**config.mk**
```make
export PLATFORM = sky130hd
export DESIGN_NAME = c_comment_stripper
export DESIGN_NICKNAME = d
export VERILOG_FILES = /design/src/rtl/core/ccs_pkg.sv /design/src/rtl/core/ccs_scan.sv /design/src/rtl/core/ccs_result_fifo.sv /design/src/rtl/core/c_comment_stripper.sv
export SDC_FILE = /design/constraint.sdc
export NUM_CORES = 1
export LEC_CHECK = 0
export BUFFER_PORTS_ARGS = -buffer_cell sky130_fd_sc_hd__buf_2
export CAP_MARGIN = 20
export CELL_PAD_IN_SITES_DETAIL_PLACEMENT = 0
export CELL_PAD_IN_SITES_GLOBAL_PLACEMENT = 1
export CORE_MARGIN = 2
export CORE_UTILIZATION = 35
export DETAILED_ROUTE_END_ITERATION = 16
export PLACE_DENSITY_LB_ADDON = 0.08
export SLEW_MARGIN = 20
export SYNTH_ARGS = -nofsm -noshare
export SYNTH_HDL_FRONTEND = slang
export SYNTH_SLANG_ARGS = --single-unit
```
**constraint.sdc**
```tcl
create_clock -name clk -period 6.7 [get_ports clk]
set_clock_uncertainty 0.2 [all_clocks]
set_input_delay 1.34 -clock clk [delete_from_list [all_inputs] [get_ports clk]]
set_output_delay 1.34 -clock clk [all_outputs]
set_load 0.02 [all_outputs]
```
**src/rtl/core/ccs_pkg.sv**
```systemverilog
// Package for the C comment stripper: scan mode codes, character codes
// and the result and scan-output structs. No dependencies.
package ccs_pkg;

    typedef enum logic [2:0] {
        MODE_NORMAL     = 3'd0,
        MODE_SLASH      = 3'd1,
        MODE_BLOCK      = 3'd2,
        MODE_BLOCK_STAR = 3'd3,
        MODE_LINE       = 3'd4,
        MODE_LIT        = 3'd5,
        MODE_LIT_ESC    = 3'd6
    } scan_mode_t;

    localparam logic [7:0] CH_STAR   = 8'h2A;
    localparam logic [7:0] CH_SLASH  = 8'h2F;
    localparam logic [7:0] CH_LF     = 8'h0A;
    localparam logic [7:0] CH_CR     = 8'h0D;
    localparam logic [7:0] CH_BSLASH = 8'h5C;
    localparam logic [7:0] CH_DQUOTE = 8'h22;
    localparam logic [7:0] CH_SQUOTE = 8'h27;

    // Result queue: four entries, two address bits, count holds 0..4.
    localparam int unsigned RES_DEPTH = 4;
    localparam int unsigned RES_PTR_W = 2;
    localparam int unsigned RES_CNT_W = 3;

    typedef struct packed {
        logic [7:0] out_byte;
        logic       has_byte;
        logic       out_last;
    } res_t;

    typedef struct packed {
        res_t       res0;
        res_t       res1;
        logic [1:0] num;
    } scan_out_t;

endpackage

```
**src/rtl/core/ccs_scan.sv**
```systemverilog
// Scanner: holds the comment/literal scan state and turns one accepted
// input item into up to two result items. Depends on ccs_pkg.
module ccs_scan
    import ccs_pkg::*;
(
    input  logic       clk,
    input  logic       rst_n,
    input  logic       fire,
    input  logic [7:0] in_byte,
    input  logic       in_last,
    output scan_out_t  scan
);

    scan_mode_t mode_reg, mode_next;
    logic       dquote_reg, dquote_next;

    always_ff @(posedge clk or negedge rst_n)
    begin
        if (!rst_n)
        begin
            mode_reg   <= MODE_NORMAL;
            dquote_reg <= 1'b0;
        end
        else if (fire)
        begin
            mode_reg   <= mode_next;
            dquote_reg <= dquote_next;
        end
    end

    always_comb
    begin
        scan_mode_t m;
        logic       dq;
        logic [7:0] q;
        res_t       r0;
        res_t       r1;
        logic [1:0] n;
        logic       pass_normal;
        logic       pass_emit;

        m           = mode_reg;
        dq          = dquote_reg;
        q           = dquote_reg ? CH_DQUOTE : CH_SQUOTE;
        r0          = '0;
        r1          = '0;
        n           = 2'd0;
        pass_normal = 1'b0;
        pass_emit   = 1'b0;

        case (mode_reg)
            MODE_SLASH:
            begin
                if (in_byte == CH_STAR)
                    m = MODE_BLOCK;
                else if (in_byte == CH_SLASH)
                    m = MODE_LINE;
                else
                begin
                    // release the held slash, then treat the byte as plain text
                    r0          = '{out_byte: CH_SLASH, has_byte: 1'b1, out_last: 1'b0};
                    n           = 2'd1;
                    pass_normal = 1'b1;
                end
            end
            MODE_BLOCK:
                m = (in_byte == CH_STAR) ? MODE_BLOCK_STAR : MODE_BLOCK;
            MODE_BLOCK_STAR:
            begin
                if (in_byte == CH_SLASH)
                    m = MODE_NORMAL;
                else
                    m = (in_byte == CH_STAR) ? MODE_BLOCK_STAR : MODE_BLOCK;
            end
            MODE_LINE:
            begin
                if (in_byte inside {CH_LF, CH_CR})
                    m = MODE_NORMAL;
            end
            MODE_LIT:
            begin
                pass_emit = 1'b1;
                if (in_byte == CH_BSLASH)
                    m = MODE_LIT_ESC;
                else if (in_byte == q)
                    m = MODE_NORMAL;
            end
            MODE_LIT_ESC:
            begin
                pass_emit = 1'b1;
                m         = MODE_LIT;
            end
            default:
                pass_normal = 1'b1;
        endcase

        if (pass_normal)
        begin
            if (in_byte == CH_SLASH)
                m = MODE_SLASH;
            else
            begin
                pass_emit = 1'b1;
                if (in_byte inside {CH_DQUOTE, CH_SQUOTE})
                begin
                    m  = MODE_LIT;
                    dq = (in_byte == CH_DQUOTE);
                end
                else
                    m = MODE_NORMAL;
            end
        end

        if (pass_emit)
        begin
            if (n == 2'd0)
                r0 = '{out_byte: in_byte, has_byte: 1'b1, out_last: 1'b0};
            else
                r1 = '{out_byte: in_byte, has_byte: 1'b1, out_last: 1'b0};
            n = n + 2'd1;
        end

        if (in_last)
        begin
            // flush a held slash, mark the final result, restart the text
            if (m == MODE_SLASH)
            begin
                if (n == 2'd0)
                    r0 = '{out_byte: CH_SLASH, has_byte: 1'b1, out_last: 1'b0};
                else
                    r1 = '{out_byte: CH_SLASH, has_byte: 1'b1, out_last: 1'b0};
                n = n + 2'd1;
            end
            if (n == 2'd0)
            begin
                r0 = '{out_byte: 8'h00, has_byte: 1'b0, out_last: 1'b0};
                n  = 2'd1;
            end
            if (n == 2'd2)
                r1.out_last = 1'b1;
            else
                r0.out_last = 1'b1;
            m  = MODE_NORMAL;
            dq = 1'b0;
        end

        mode_next   = m;
        dquote_next = dq;
        scan        = '{res0: r0, res1: r1, num: n};
    end

endmodule

```
**src/rtl/core/ccs_result_fifo.sv**
```systemverilog
// Four-entry result queue: takes up to two result items per cycle and
// hands out one per output handshake. Depends on ccs_pkg.
module ccs_result_fifo
    import ccs_pkg::*;
(
    input  logic      clk,
    input  logic      rst_n,
    input  logic      push,
    input  scan_out_t scan,
    output logic      room2,
    output logic      out_valid,
    input  logic      out_ready,
    output res_t      head
);

    res_t                 mem [RES_DEPTH];
    logic [RES_PTR_W-1:0] wr_ptr_reg, wr_ptr_next;
    logic [RES_PTR_W-1:0] rd_ptr_reg, rd_ptr_next;
    logic [RES_CNT_W-1:0] count_reg, count_next;
    logic [1:0]           push_n;
    logic                 pop;

    assign push_n    = push ? scan.num : 2'd0;
    assign out_valid = (count_reg != '0);
    assign pop       = out_valid && out_ready;
    assign head      = mem[rd_ptr_reg];
    // two free slots cover the worst case of one item
    assign room2     = (count_reg <= RES_CNT_W'(RES_DEPTH - 2));

    always_comb
    begin
        wr_ptr_next = wr_ptr_reg + RES_PTR_W'(push_n);
        rd_ptr_next = rd_ptr_reg + RES_PTR_W'(pop);
        count_next  = count_reg + RES_CNT_W'(push_n) - RES_CNT_W'(pop);
    end

    always_ff @(posedge clk or negedge rst_n)
    begin
        if (!rst_n)
        begin
            wr_ptr_reg <= '0;
            rd_ptr_reg <= '0;
            count_reg  <= '0;
        end
        else
        begin
            wr_ptr_reg <= wr_ptr_next;
            rd_ptr_reg <= rd_ptr_next;
            count_reg  <= count_next;
        end
    end

    always_ff @(posedge clk)
    begin
        if (push_n != 2'd0)
            mem[wr_ptr_reg] <= scan.res0;
        if (push_n == 2'd2)
            mem[wr_ptr_reg + RES_PTR_W'(1)] <= scan.res1;
    end

`ifndef SYNTHESIS
    assert property (@(posedge clk) disable iff (!rst_n)
        count_reg <= RES_CNT_W'(RES_DEPTH))
        else $error("result queue count overflow");

    assert property (@(posedge clk) disable iff (!rst_n)
        push_n != 2'd0 |-> count_reg <= RES_CNT_W'(RES_DEPTH - 2))
        else $error("item taken without room for its results");

    assert property (@(posedge clk) disable iff (!rst_n)
        push |-> scan.num != 2'd3)
        else $error("result count out of range");

    assert property (@(posedge clk) disable iff (!rst_n)
        (pop && push_n == 2'd0) |=> count_reg == $past(count_reg) - RES_CNT_W'(1))
        else $error("queue count did not drop on pop");
`endif

endmodule

```
**src/rtl/core/c_comment_stripper.sv**
```systemverilog
// C comment stripper top level: scanner plus result queue.
// Depends on ccs_pkg, ccs_scan and ccs_result_fifo.
//
//  channel | handshake            | payload
//  --------+----------------------+-----------------------------
//  input   | in_valid / in_ready  | in_byte[7:0], in_last
//  output  | out_valid / out_ready| out_byte[7:0], has_byte, out_last
//
// One input item per cycle while in_ready is high; an item gives zero, one or
// two results, and each result is registered in the result queue before it leaves.
// The output side moves one result per cycle while out_ready is high, so a held
// slash released alongside a byte takes an extra output handshake.
// in_ready is high while the four-entry result queue has two free slots.
// Reset clears the scan state and empties the queue.
module c_comment_stripper
    import ccs_pkg::*;
(
    input  logic       clk,
    input  logic       rst_n,
    input  logic       in_valid,
    output logic       in_ready,
    input  logic [7:0] in_byte,
    input  logic       in_last,
    output logic       out_valid,
    input  logic       out_ready,
    output logic [7:0] out_byte,
    output logic       has_byte,
    output logic       out_last
);

    scan_out_t scan;
    res_t      head;
    logic      fire;

    assign fire = in_valid && in_ready;

    ccs_scan u_scan (
        .clk     (clk),
        .rst_n   (rst_n),
        .fire    (fire),
        .in_byte (in_byte),
        .in_last (in_last),
        .scan    (scan)
    );

    ccs_result_fifo u_fifo (
        .clk       (clk),
        .rst_n     (rst_n),
        .push      (fire),
        .scan      (scan),
        .room2     (in_ready),
        .out_valid (out_valid),
        .out_ready (out_ready),
        .head      (head)
    );

    assign out_byte = head.out_byte;
    assign has_byte = head.has_byte;
    assign out_last = head.out_last;

endmodule

```
**Word level (Yosys, flattened, before mapping)**

Memory sizes are Yosys's and may differ from the RTL's.
Index checks and enable logic that the tools add are counted.

- Memories kept: 1
- Flip-flop bits (word level): 11
- Logic and storage cells: 99
- Input bits: 13
- RAM bits: 40

- Muxes and demuxes: 53
- Eq/ne operators: 18
- Reduce and logical (&&, ||, !) cells: 14
- Magnitude comparators: 1
- Add/subtract/negate cells: 7

Memories:

| name | depth | width | rd ports | clocked after memory_dff | wr ports | RTL line | text |
|---|---|---|---|---|---|---|---|
| u_fifo.mem | 4 | 10 | 1 | 0 | 2 | ccs_result_fifo.sv:16 | `res_t mem [RES_DEPTH];` |

Operator list:

| cell | number |
|---|---|
| $mux W10 | 13 |
| $mux W3 | 11 |
| $eq A8 B6 Y1 const B | 4 |
| $mux W2 | 9 |
| $pmux W3 S6 | 1 |
| $mux W1 | 17 |
| $eq A8 B4 Y1 const B | 2 |
| $reduce_bool A2 Y1 | 5 |
| $eq A3 B3 Y1 const B | 3 |
| $eq A8 B7 Y1 const B | 1 |
| $eq A8 B8 Y1 | 1 |
| $mux W8 | 1 |
| $add A2 B1 Y2 const B | 3 |
| $eq A3 B1 Y1 const B | 2 |
| $eq A3 B2 Y1 const B | 2 |
| $logic_not A2 Y1 | 3 |
| $reduce_or A5 Y1 | 1 |
| $eq A2 B2 Y1 const B | 2 |
| $reduce_and A4 Y1 | 1 |
| $add A3 B2 Y3 | 1 |
| $le A3 B2 Y1 const B | 1 |
| $reduce_bool A3 Y1 | 1 |
| $sub A3 B1 Y3 | 1 |
| $add A2 B1 Y2 | 1 |
| other kinds (5) | 6 |

**Longest topological paths before layout**

Gate-level depths: netlist of run 1.

- Depth after elaboration: 17
- Depth in mapped cells: 17

**Modules after synthesis**

A second synthesis of run 1 with hierarchy kept.

- Cell total of the unflattened synthesis: 277
- Area total of the unflattened synthesis: 3,369.5 µm²

By module, submodules not included:

| module | times used | cells an instance | area an instance (µm²) |
|---|---|---|---|
| ccs_result_fifo | 1 | 141 | 2,408.6 |
| ccs_scan | 1 | 135 | 954.7 |
| c_comment_stripper | 1 | 1 | 6.3 |

**Least setup slack after synthesis of run 1**

Ideal clock, no wire load.

- Kind: input to register
- Start point: input port in_byte[0]
- End point: memory u_fifo.mem[0][0] (netlist bit) (enable)
- Path buffers: 2
- Required time: 6.093 ns
- Cell stages on the path: 11
- Arrival: 4.420 ns
- Library setup time: 0.407 ns
- Slack: 1.673 ns
- Path through: clkbuf_1 nand4_1 nor2_1 nor4_2 a21o_1 clkbuf_1 inv_1 ha_1 or2_2 nor2_1 o41ai_1

RTL lines:

| element | RTL line | text |
|---|---|---|
| from (decl) | c_comment_stripper.sv:22 | `input logic [7:0] in_byte,` |
| to (decl) | ccs_result_fifo.sv:16 |  |

==> flow_metrics.env, run 1 <==
export IMPL_synth_most_common_cell="edfxtp_1"
export IMPL_place_ws_ps=1341
export IMPL_synth_main_ff_cell="edfxtp_1"
export IMPL_syn_area_sq_um=3196
export IMPL_cts_tree="built"
export IMPL_synth_xor_area_share=0.02741
export IMPL_synth_top_area_cell="edfxtp_1"
export IMPL_worst_slack_ps=1694
export IMPL_num_fill_cells=866
export IMPL_path_class="in -> reg"
export IMPL_final_cells=394
export IMPL_synth_compound_area_share=0.08810
export IMPL_crit_path_start_kind="primary input"
export IMPL_synth_top_family_by_area="multiplexers"
export IMPL_finalPower_mw=1.067
export IMPL_syn_avg_cell_area_sq_um=11.75
export IMPL_fin_worst_hold_slack_ps=314.2
export IMPL_ys_types=55
export IMPL_synthAdderAreaFrac=0.03759
export IMPL_fp_dieArea_sq_um=9910
export IMPL_final_nets=307
export IMPL_num_rows=34
export IMPL_post_cts_buffers=0
export IMPL_slew_violations=0
export IMPL_hold_buffers=0
export IMPL_ir_drop_mv=0.08581
export IMPL_fin_tns_setup_ps=0
export IMPL_async_reset_ff_frac=0.2157
export IMPL_synth_edf_count=40
export IMPL_ff_latch_area_sq_um=1476
export IMPL_cts_made_buffers=5
export IMPL_ant_nets=0
export IMPL_viasPerCell=5.317
export IMPL_grt_max_degree=18
export IMPL_rsz0062_at_grt="no"
export IMPL_insertedDiodeCount=0
export IMPL_muxShareOfSynthArea=0.1738
export IMPL_fin_crit_ps=5006
export IMPL_p_clk_frac=0.208
export IMPL_place_inst=386
export IMPL_yosys_area_share_simple=0.1648
export IMPL_synth_seq_area_share=0.4620
export IMPL_fmax_mhz=199.8
export IMPL_wl_per_cell_um=17.55
export IMPL_synth_seq_cells=51
export IMPL_place_area_sq_um=3390
export IMPL_leakagePower_nw=1.499
export IMPL_setup_viol=0
export IMPL_drc=0
export IMPL_endpoint_kind="register"
export IMPL_p_switching_mw=0.3810
export IMPL_grt_pass1_wl_um=11810
export IMPL_arrival_ps=4880
export IMPL_die_x_um=99.55
export IMPL_cellInternalPower_mw=0.6859
export IMPL_drtPass1Iterations=4
export IMPL_initial_core_util=0.3629
export IMPL_hold_path_class="reg -> reg"
export IMPL_synth_top_area_frac=0.3759
export IMPL_clk_latency_ps=310
export IMPL_p_sw_frac=0.3571
export IMPL_gp_congestion=0.7502
export IMPL_worstPathMaxFanout=11
export IMPL_grt_overflow_total=0
export IMPL_drive_gt1_frac=0.1888
export IMPL_power_frac_comb=0.340
export IMPL_utilization=0.3980
export IMPL_syn_inst=272
export IMPL_dp_hpwl_um=5381
export IMPL_worst_slew_pin_slew_ps=881.9
export IMPL_status="completed"
export IMPL_cts_resized=0
export IMPL_io_pin_count=25
export IMPL_synth_top_cells_by_count="40 x edfxtp_1, 33 x mux2i_1, 30 x nand2_1"
export IMPL_fin_area_sq_um=3505
export IMPL_cp_required_ps=6570
export IMPL_drtIter0Drc=97
export IMPL_max_slew_margin=0.4099
export IMPL_maxCapViolCount=0
export IMPL_htreeDepth=2
export IMPL_largest_reg_flops=40
export IMPL_antenna_found_initial=0
export IMPL_powerDensity_nw_per_um2=304.4
export IMPL_grt_use_total=0.1522
export IMPL_area_growth_pct=9.671
export IMPL_routed_wirelength_um=6913
export IMPL_yosys_top_cells_area="edfxtp_1 38%, mux2i_1 10%, dfrtp_1 8.6%, mux4_2 7.0%, nand2_1 3.5%"
export IMPL_syn_num_nets=294
export IMPL_synth_warnings=0
export IMPL_core_sq_um=8806
export IMPL_io_buffer_count=24
export IMPL_die_y_um=99.55
export IMPL_via_count=2095
export IMPL_clkSinkCount=51
export IMPL_finalCritPeriodShare=0.7472
export IMPL_clock_path_buffers=2
export IMPL_root_buffer="clkbuf_8"
export IMPL_finalHoldViolCount=0
export IMPL_sequentialPowerShare=0.452
export IMPL_multiInputGateArea_sq_um=1609
export IMPL_grt_pass1_vias=2168
export IMPL_cts_clk_slew_worst_paths_ps=100
[worst paths after layout]
| kind | from | endpoint | slack [ps] | cells after the start |
|---|---|---|---|---|
| min in group asynchronous | rst_n | u_scan.mode_reg[0] | 690 | 1 |
| hold reg to reg | u_fifo.count_reg[2] | u_fifo.count_reg[2] | 310 | 1 |
| setup reg to reg | u_scan.mode_reg[1] | u_fifo.mem[2][0] | 2620 | 10 |
| setup / recovery | in_byte[5] | u_fifo.mem[2][0] | 1690 | 12 |
| max in group asynchronous | rst_n | u_fifo.count_reg[0] | 5400 | 1 |
| hold / removal | u_fifo.count_reg[2] | u_fifo.count_reg[2] | 310 | 1 |
[layer usage]
metal  vias to the layer above  share of wire  track usage
met5                         -              0            0
met4                         0          0.011      0.04110
met3                         5          0.024      0.02249
met2                        35           0.46       0.2406
met1                      1012           0.50       0.2192
li1                       1043              -            -
[power groups by stage]
stage                     Clock (mW)  Combinational (mW)  Sequential, mW
after floorplan                    0               0.313           0.437
after global placement             0               0.363           0.491
after detailed placement           0               0.370           0.492
after CTS                      0.228               0.371           0.485
after global routing           0.240               0.408           0.495
final                          0.222               0.363           0.482
[cells in the final DEF (no fill, tap or decap), drive strengths merged, types with 7 or more instances in the layout]
cell type	instances
edfxtp	40
mux2i	33
nand2	30
buf	25
a21oi	16
inv	12
dfrtp	11
nor2	10
mux4	10
ha	8
and2	7
[final cells by class]
class	instances	share of cell area
clock buffer	5	0.01964
timing repair buffer	25	0.03642
clock inverter	3	0.01321
sequential	51	0.4213
tap	108	0.03856
inverter	11	0.01178
multi-input combinational	191	0.4591
[critical path, cell delays in order]
cell and delay [ps]:
buf_2 130, or4b_1 320, nor2_1 130, nor4_2 610
a21o_1 330, inv_1 100, ha_1 380, nor2b_1 350
nand3_4 130, a2111o_1 670, xnor2_1 220, and2_1 170
[cell families after synthesis]
logic type,Yosys count
muxes,43
and+or+nand+nor,89
xor gates and xnor gates,10
buffers and inverters,30
DFF,51
AOI/OAI and AO/OA,40
adders and majority gates,9
Note: power is estimated with default switching activity, not from simulation.
==> run 2: changes to the inputs <==
clock period = 4.77 ns   (was 6.7 ns; I/O delays follow)
==> run 2 against run 1 <==
Via count rose by 3.4%. Critical path depth rose by 3. Critical endpoint is now u_fifo.count_reg[2]. Sequential cell count did not move. Routed wire length rose by 7.3%. Clock power rose by 41%. Global-route usage rose by 0.73 points. Sequential share of layout area fell by 0.80 points. Die area did not move. Final area rose by 1.9%. Worst hold slack got worse by 18 ps. Register-to-register slack got worse by 1600 ps.
==> flow_metrics.env, run 2 (same netlist as run 1, synthesis figures left out) <==
export IMPL_post_cts_buffers=0
export IMPL_gp_congestion=0.7839
export IMPL_setup_viol=0
export IMPL_drtPass1Iterations=4
export IMPL_cts_tree="built"
export IMPL_arrival_ps=4290
export IMPL_cellInternalPower_mw=0.9662
export IMPL_grt_use_total=0.1595
export IMPL_finalHoldViolCount=0
export IMPL_p_clk_frac=0.206
export IMPL_finalCritPeriodShare=0.9001
export IMPL_wl_per_cell_um=18.32
export IMPL_p_switching_mw=0.5482
export IMPL_hold_path_class="in -> async"
export IMPL_crit_start="in_byte[4]"
export IMPL_power_frac_comb=0.346
export IMPL_leakagePower_nw=1.542
export IMPL_cts_resized=0
export IMPL_fmax_mhz=232.9
export IMPL_fin_tns_setup_ps=0
export IMPL_drive_gt1_frac=0.2155
export IMPL_dp_hpwl_um=5496
export IMPL_fp_dieArea_sq_um=9910
export IMPL_max_slew_margin=0.3974
export IMPL_clkSinkCount=51
export IMPL_fin_crit_ps=4293
export IMPL_insertedDiodeCount=0
export IMPL_worst_slew_pin_slew_ps=900.8
export IMPL_r2r_end="u_fifo.count_reg[2]"
export IMPL_area_growth_pct=11.79
export IMPL_routed_wirelength_um=7419
export IMPL_place_area_sq_um=3461
export IMPL_grt_overflow_total=0
export IMPL_path_class="in -> reg"
export IMPL_grt_pass1_wl_um=12190
export IMPL_fin_worst_hold_slack_ps=296.6
export IMPL_num_fill_cells=854
export IMPL_htreeDepth=2
export IMPL_antenna_found_initial=0
export IMPL_layout_common_cells="40 x edfxtp_1, 33 x mux2i_1, 30 x nand2_1"
export IMPL_finalPower_mw=1.514
export IMPL_p_sw_frac=0.3620
export IMPL_r2r_slack_ps=1010
export IMPL_ant_nets=0
export IMPL_regToRegStartpoint="u_scan.mode_reg[0]"
export IMPL_final_common_cell="edfxtp_1"
export IMPL_root_buffer="clkbuf_8"
export IMPL_ir_drop_mv=0.1244
export IMPL_fin_area_sq_um=3572
export IMPL_clk_latency_ps=300
export IMPL_sequentialPowerShare=0.448
export IMPL_rr_worst_depth=14
export IMPL_drtIter0Drc=103
export IMPL_die_y_um=99.55
export IMPL_die_x_um=99.55
export IMPL_crit_path_end="u_fifo.count_reg[2]"
export IMPL_viasPerCell=5.351
export IMPL_slew_violations=0
export IMPL_grt_pass1_vias=2180
export IMPL_cts_made_buffers=5
export IMPL_cts_clk_slew_worst_paths_ps=100
export IMPL_final_nets=318
export IMPL_hold_buffers=0
export IMPL_worstPathMaxFanout=7
export IMPL_maxCapViolCount=0
export IMPL_status="completed"
export IMPL_grt_max_degree=18
export IMPL_drc=0
export IMPL_largest_reg_flops=40
export IMPL_crit_path_start_kind="primary input"
export IMPL_io_pin_count=25
export IMPL_num_rows=34
export IMPL_io_buffer_count=24
export IMPL_initial_core_util=0.3629
export IMPL_via_count=2167
export IMPL_clock_path_buffers=2
export IMPL_powerDensity_nw_per_um2=423.9
export IMPL_endpoint_kind="register"
export IMPL_core_sq_um=8806
export IMPL_cp_required_ps=4770
export IMPL_rsz0062_at_grt="no"
==> run 2: cell types whose count changed in the layout (fill, tap and decap cells not counted) <==
cell	change
clkinvlp_4	-1
o41ai_2	+1
buf_4	+11
clkinv_1	+1
o41ai_4	-1
==> run 2: final cells by class <==
cell class | count | area [sq um] | share of cell area
Clock buffer | 5 | 68.82 | 0.01926
Clock inverter | 3 | 42.54 | 0.01191
Inverter | 11 | 41.29 | 0.01156
Multi-Input combinational cell | 191 | 1598 | 0.4473
Sequential cell | 51 | 1476 | 0.4133
Tap cell | 108 | 135.1 | 0.03783
Timing Repair Buffer | 36 | 210.2 | 0.05884
==> run 2: power by group through the flow <==
stage / combinational (mW) / sequential (mW) / clock [mW]
floorplan: 0.440 / 0.614 / 0
global placement: 0.533 / 0.691 / 0
detailed placement: 0.531 / 0.692 / 0
CTS: 0.532 / 0.682 / 0.316
global route: 0.585 / 0.697 / 0.335
finish: 0.525 / 0.678 / 0.312
==> run 2: how the worst min path moves through the flow <==
| stage | slack [ps] | endpoint | cells after the start | start |
|---|---|---|---|---|
| after floorplan | 260 | u_fifo.count_reg[2] | 1 | u_fifo.count_reg[2] |
| final | 300 | u_scan.mode_reg[0] | 1 | rst_n |
| after CTS | 300 | u_scan.dquote_reg | 1 | rst_n |
| after global routing | 300 | u_scan.mode_reg[0] | 1 | rst_n |
| after global placement | 290 | u_fifo.count_reg[2] | 1 | u_fifo.count_reg[2] |
| after detailed placement | 290 | u_fifo.count_reg[2] | 1 | u_fifo.count_reg[2] |
==> run 2: per-stage QoR <==
| step | worst slack, ps | util | instances |
|---|---|---|---|
| final | 476.7 | 0.4057 | 405 |
| after global routing | 244.8 | 0.4057 | 405 |
| after CTS | 473.9 | 0.4057 | 405 |
| after detailed placement | 139.2 | 0.3930 | 397 |
| after global placement | 240.2 | 0.3930 | 397 |
| after floorplan | 128.7 | - | 272 |
==> run 2: critical path, stage by stage <==
cell     delay [ps]
buf_2           140
or4b_1          670
nor4_4          290
nor4_2          140
a21o_1          190
inv_1            70
ha_1            280
nor2b_1         220
nand3_4         120
nor3b_1         320
ha_1            210
inv_1            50
fa_1            370
xor2_1          160
xnor2_1         120
==> run 2: metal layers <==
metal / share of wire / GRT usage / vias to the layer above
li1: - / - / 1063
met1: 0.51 / 0.2302 / 1053
met2: 0.46 / 0.2542 / 44
met3: 0.024 / 0.02319 / 7
met4: 0.010 / 0.03793 / 0
met5: 0 / 0 / -
==> run 3: changes to the inputs <==
CORE_UTILIZATION = 45   (was 35)
PLACE_DENSITY_LB_ADDON = 0.1   (was 0.08)
==> run 3 against run 2 <==
Worst hold slack better by 7.8 ps. Clock power hardly changed. Total power about the same. Cell count decreased by 3.0%. First-iteration DRC count is 11% higher. Count of clock-buffer cells in the layout did not move. Critical endpoint unchanged. Largest cell class unchanged. Highest routed layer unchanged.
==> flow_metrics.env, run 3 (same netlist as run 1, synthesis figures left out) <==
export IMPL_status="completed"
export IMPL_drtPass1Iterations=6
export IMPL_viasPerCell=5.483
export IMPL_dp_hpwl_um=4916
export IMPL_ir_drop_mv=0.2127
export IMPL_cts_resized=0
export IMPL_cts_made_buffers=5
export IMPL_clock_path_buffers=2
export IMPL_drive_gt1_frac=0.2189
export IMPL_post_cts_buffers=0
export IMPL_r2r_slack_ps=1090
export IMPL_final_nets=318
export IMPL_crit_start="in_byte[4]"
export IMPL_r2r_end="u_fifo.count_reg[2]"
export IMPL_fin_area_sq_um=3561
export IMPL_grt_pass1_vias=2151
export IMPL_cts_tree="built"
export IMPL_setup_viol=0
export IMPL_drtIter0Drc=114
export IMPL_fp_dieArea_sq_um=7792
export IMPL_finalCritPeriodShare=0.8810
export IMPL_drc=0
export IMPL_finalHoldViolCount=0
export IMPL_leakagePower_nw=1.541
export IMPL_rr_worst_depth=13
export IMPL_clkSinkCount=51
export IMPL_insertedDiodeCount=0
export IMPL_place_area_sq_um=3446
export IMPL_clk_latency_ps=300
export IMPL_grt_max_degree=18
export IMPL_cts_clk_slew_worst_paths_ps=100
export IMPL_cp_required_ps=4770
export IMPL_grt_pass1_wl_um=11090
export IMPL_htreeDepth=2
export IMPL_powerDensity_nw_per_um2=425.0
export IMPL_largest_reg_flops=40
export IMPL_endpoint_kind="register"
export IMPL_grt_use_total=0.1866
export IMPL_path_depth=15
export IMPL_max_stage_delay_ps=660
export IMPL_area_growth_pct=11.43
export IMPL_fin_tns_setup_ps=0
export IMPL_cp_slowest_cell="or4b_1"
export IMPL_final_common_cell="edfxtp_1"
export IMPL_grt_overflow_total=0
export IMPL_routed_wirelength_um=6705
export IMPL_worst_slew_pin_slew_ps=710.4
export IMPL_ant_nets=0
export IMPL_hold_buffers=0
export IMPL_regToRegStartpoint="u_scan.mode_reg[1]"
export IMPL_path_class="in -> reg"
export IMPL_num_rows=30
export IMPL_die_y_um=88.27
export IMPL_rsz0062_at_grt="no"
export IMPL_slew_violations=0
export IMPL_crit_family="simple AND/OR/NAND/NOR gates"
export IMPL_die_x_um=88.27
export IMPL_crit_chain="buf_2 -> or4b_1 -> nor4_4 -> nor4_2 -> a21o_1 -> inv_1 -> ha_1 -> nor2b_1 -> nand3_4 -> nor3b_1 -> ha_1 -> inv_1 -> fa_1 -> xor2_1 -> xnor2_1"
export IMPL_worstPathMaxFanout=7
export IMPL_fmax_mhz=238.0
export IMPL_crit_path_start_kind="primary input"
export IMPL_core_sq_um=6832
export IMPL_layout_common_cells="40 x edfxtp_1, 33 x mux2i_1, 30 x nand2_1"
export IMPL_initial_core_util=0.4678
export IMPL_antenna_found_initial=0
export IMPL_wl_per_cell_um=17.06
export IMPL_arrival_ps=4200
export IMPL_io_buffer_count=24
export IMPL_gp_congestion=0.7883
export IMPL_crit_buf_inv=3
export IMPL_io_pin_count=25
export IMPL_fin_crit_ps=4202
export IMPL_root_buffer="clkbuf_8"
export IMPL_crit_path_end="u_fifo.count_reg[2]"
export IMPL_hold_path_class="in -> async"
export IMPL_maxCapViolCount=0
export IMPL_via_count=2155
export IMPL_max_slew_margin=0.5264
## run 3: cell type report
cell class                      instances  area [sq um]
Multi-Input combinational cell        191          1598
Clock inverter                          3         46.29
Fill cell                             658          3271
Clock buffer                            5         68.82
Inverter                               11         41.29
Tap cell                               96         120.1
Timing Repair Buffer                   36         210.2
Sequential cell                        51          1476
## run 3: through the flow
| step | hold slack [ps] | utilization | std cells | setup slack, ps | total power, mW |
|---|---|---|---|---|---|
| detailed placement | 300.8 | 0.5044 | 385 | 234.0 | 1.225 |
| global route | 316.4 | 0.5212 | 393 | 221.2 | 1.613 |
| CTS | 311.8 | 0.5212 | 393 | 564.1 | 1.536 |
| global placement | 298.8 | 0.5044 | 385 | 251.7 | 1.219 |
| floorplan | 260.4 | - | 272 | 128.7 | 1.054 |
| finish | 304.4 | 0.5212 | 393 | 567.7 | 1.514 |
## run 3: worst min-delay path by stage
stage	startpoint	slack, ps	endpoint
finish	rst_n	300	u_fifo.count_reg[0]
global route	rst_n	320	u_fifo.rd_ptr_reg[1]
CTS	rst_n	310	u_fifo.count_reg[0]
detailed placement	u_fifo.count_reg[2]	300	u_fifo.count_reg[2]
global placement	u_fifo.count_reg[2]	300	u_fifo.count_reg[2]
floorplan	u_fifo.count_reg[2]	260	u_fifo.count_reg[2]
## run 3: power breakdown
part	total [mW]	internal [mW]	switching (mW)	leakage [nW]
registers	0.673	0.575	0.0974	0.490
clock network	0.314	0.158	0.156	0.0548
logic	0.527	0.239	0.288	0.996
## run 3: routing by layer
| layer | GRT usage | part of all wire | up-vias |
|---|---|---|---|
| met2 | 0.3110 | 0.50 | 22 |
| met5 | 0 | 0 | - |
| li1 | - | - | 1059 |
| met1 | 0.2617 | 0.48 | 1069 |
| met3 | 0.02519 | 0.016 | 5 |
| met4 | 0.04132 | 0.0067 | 0 |
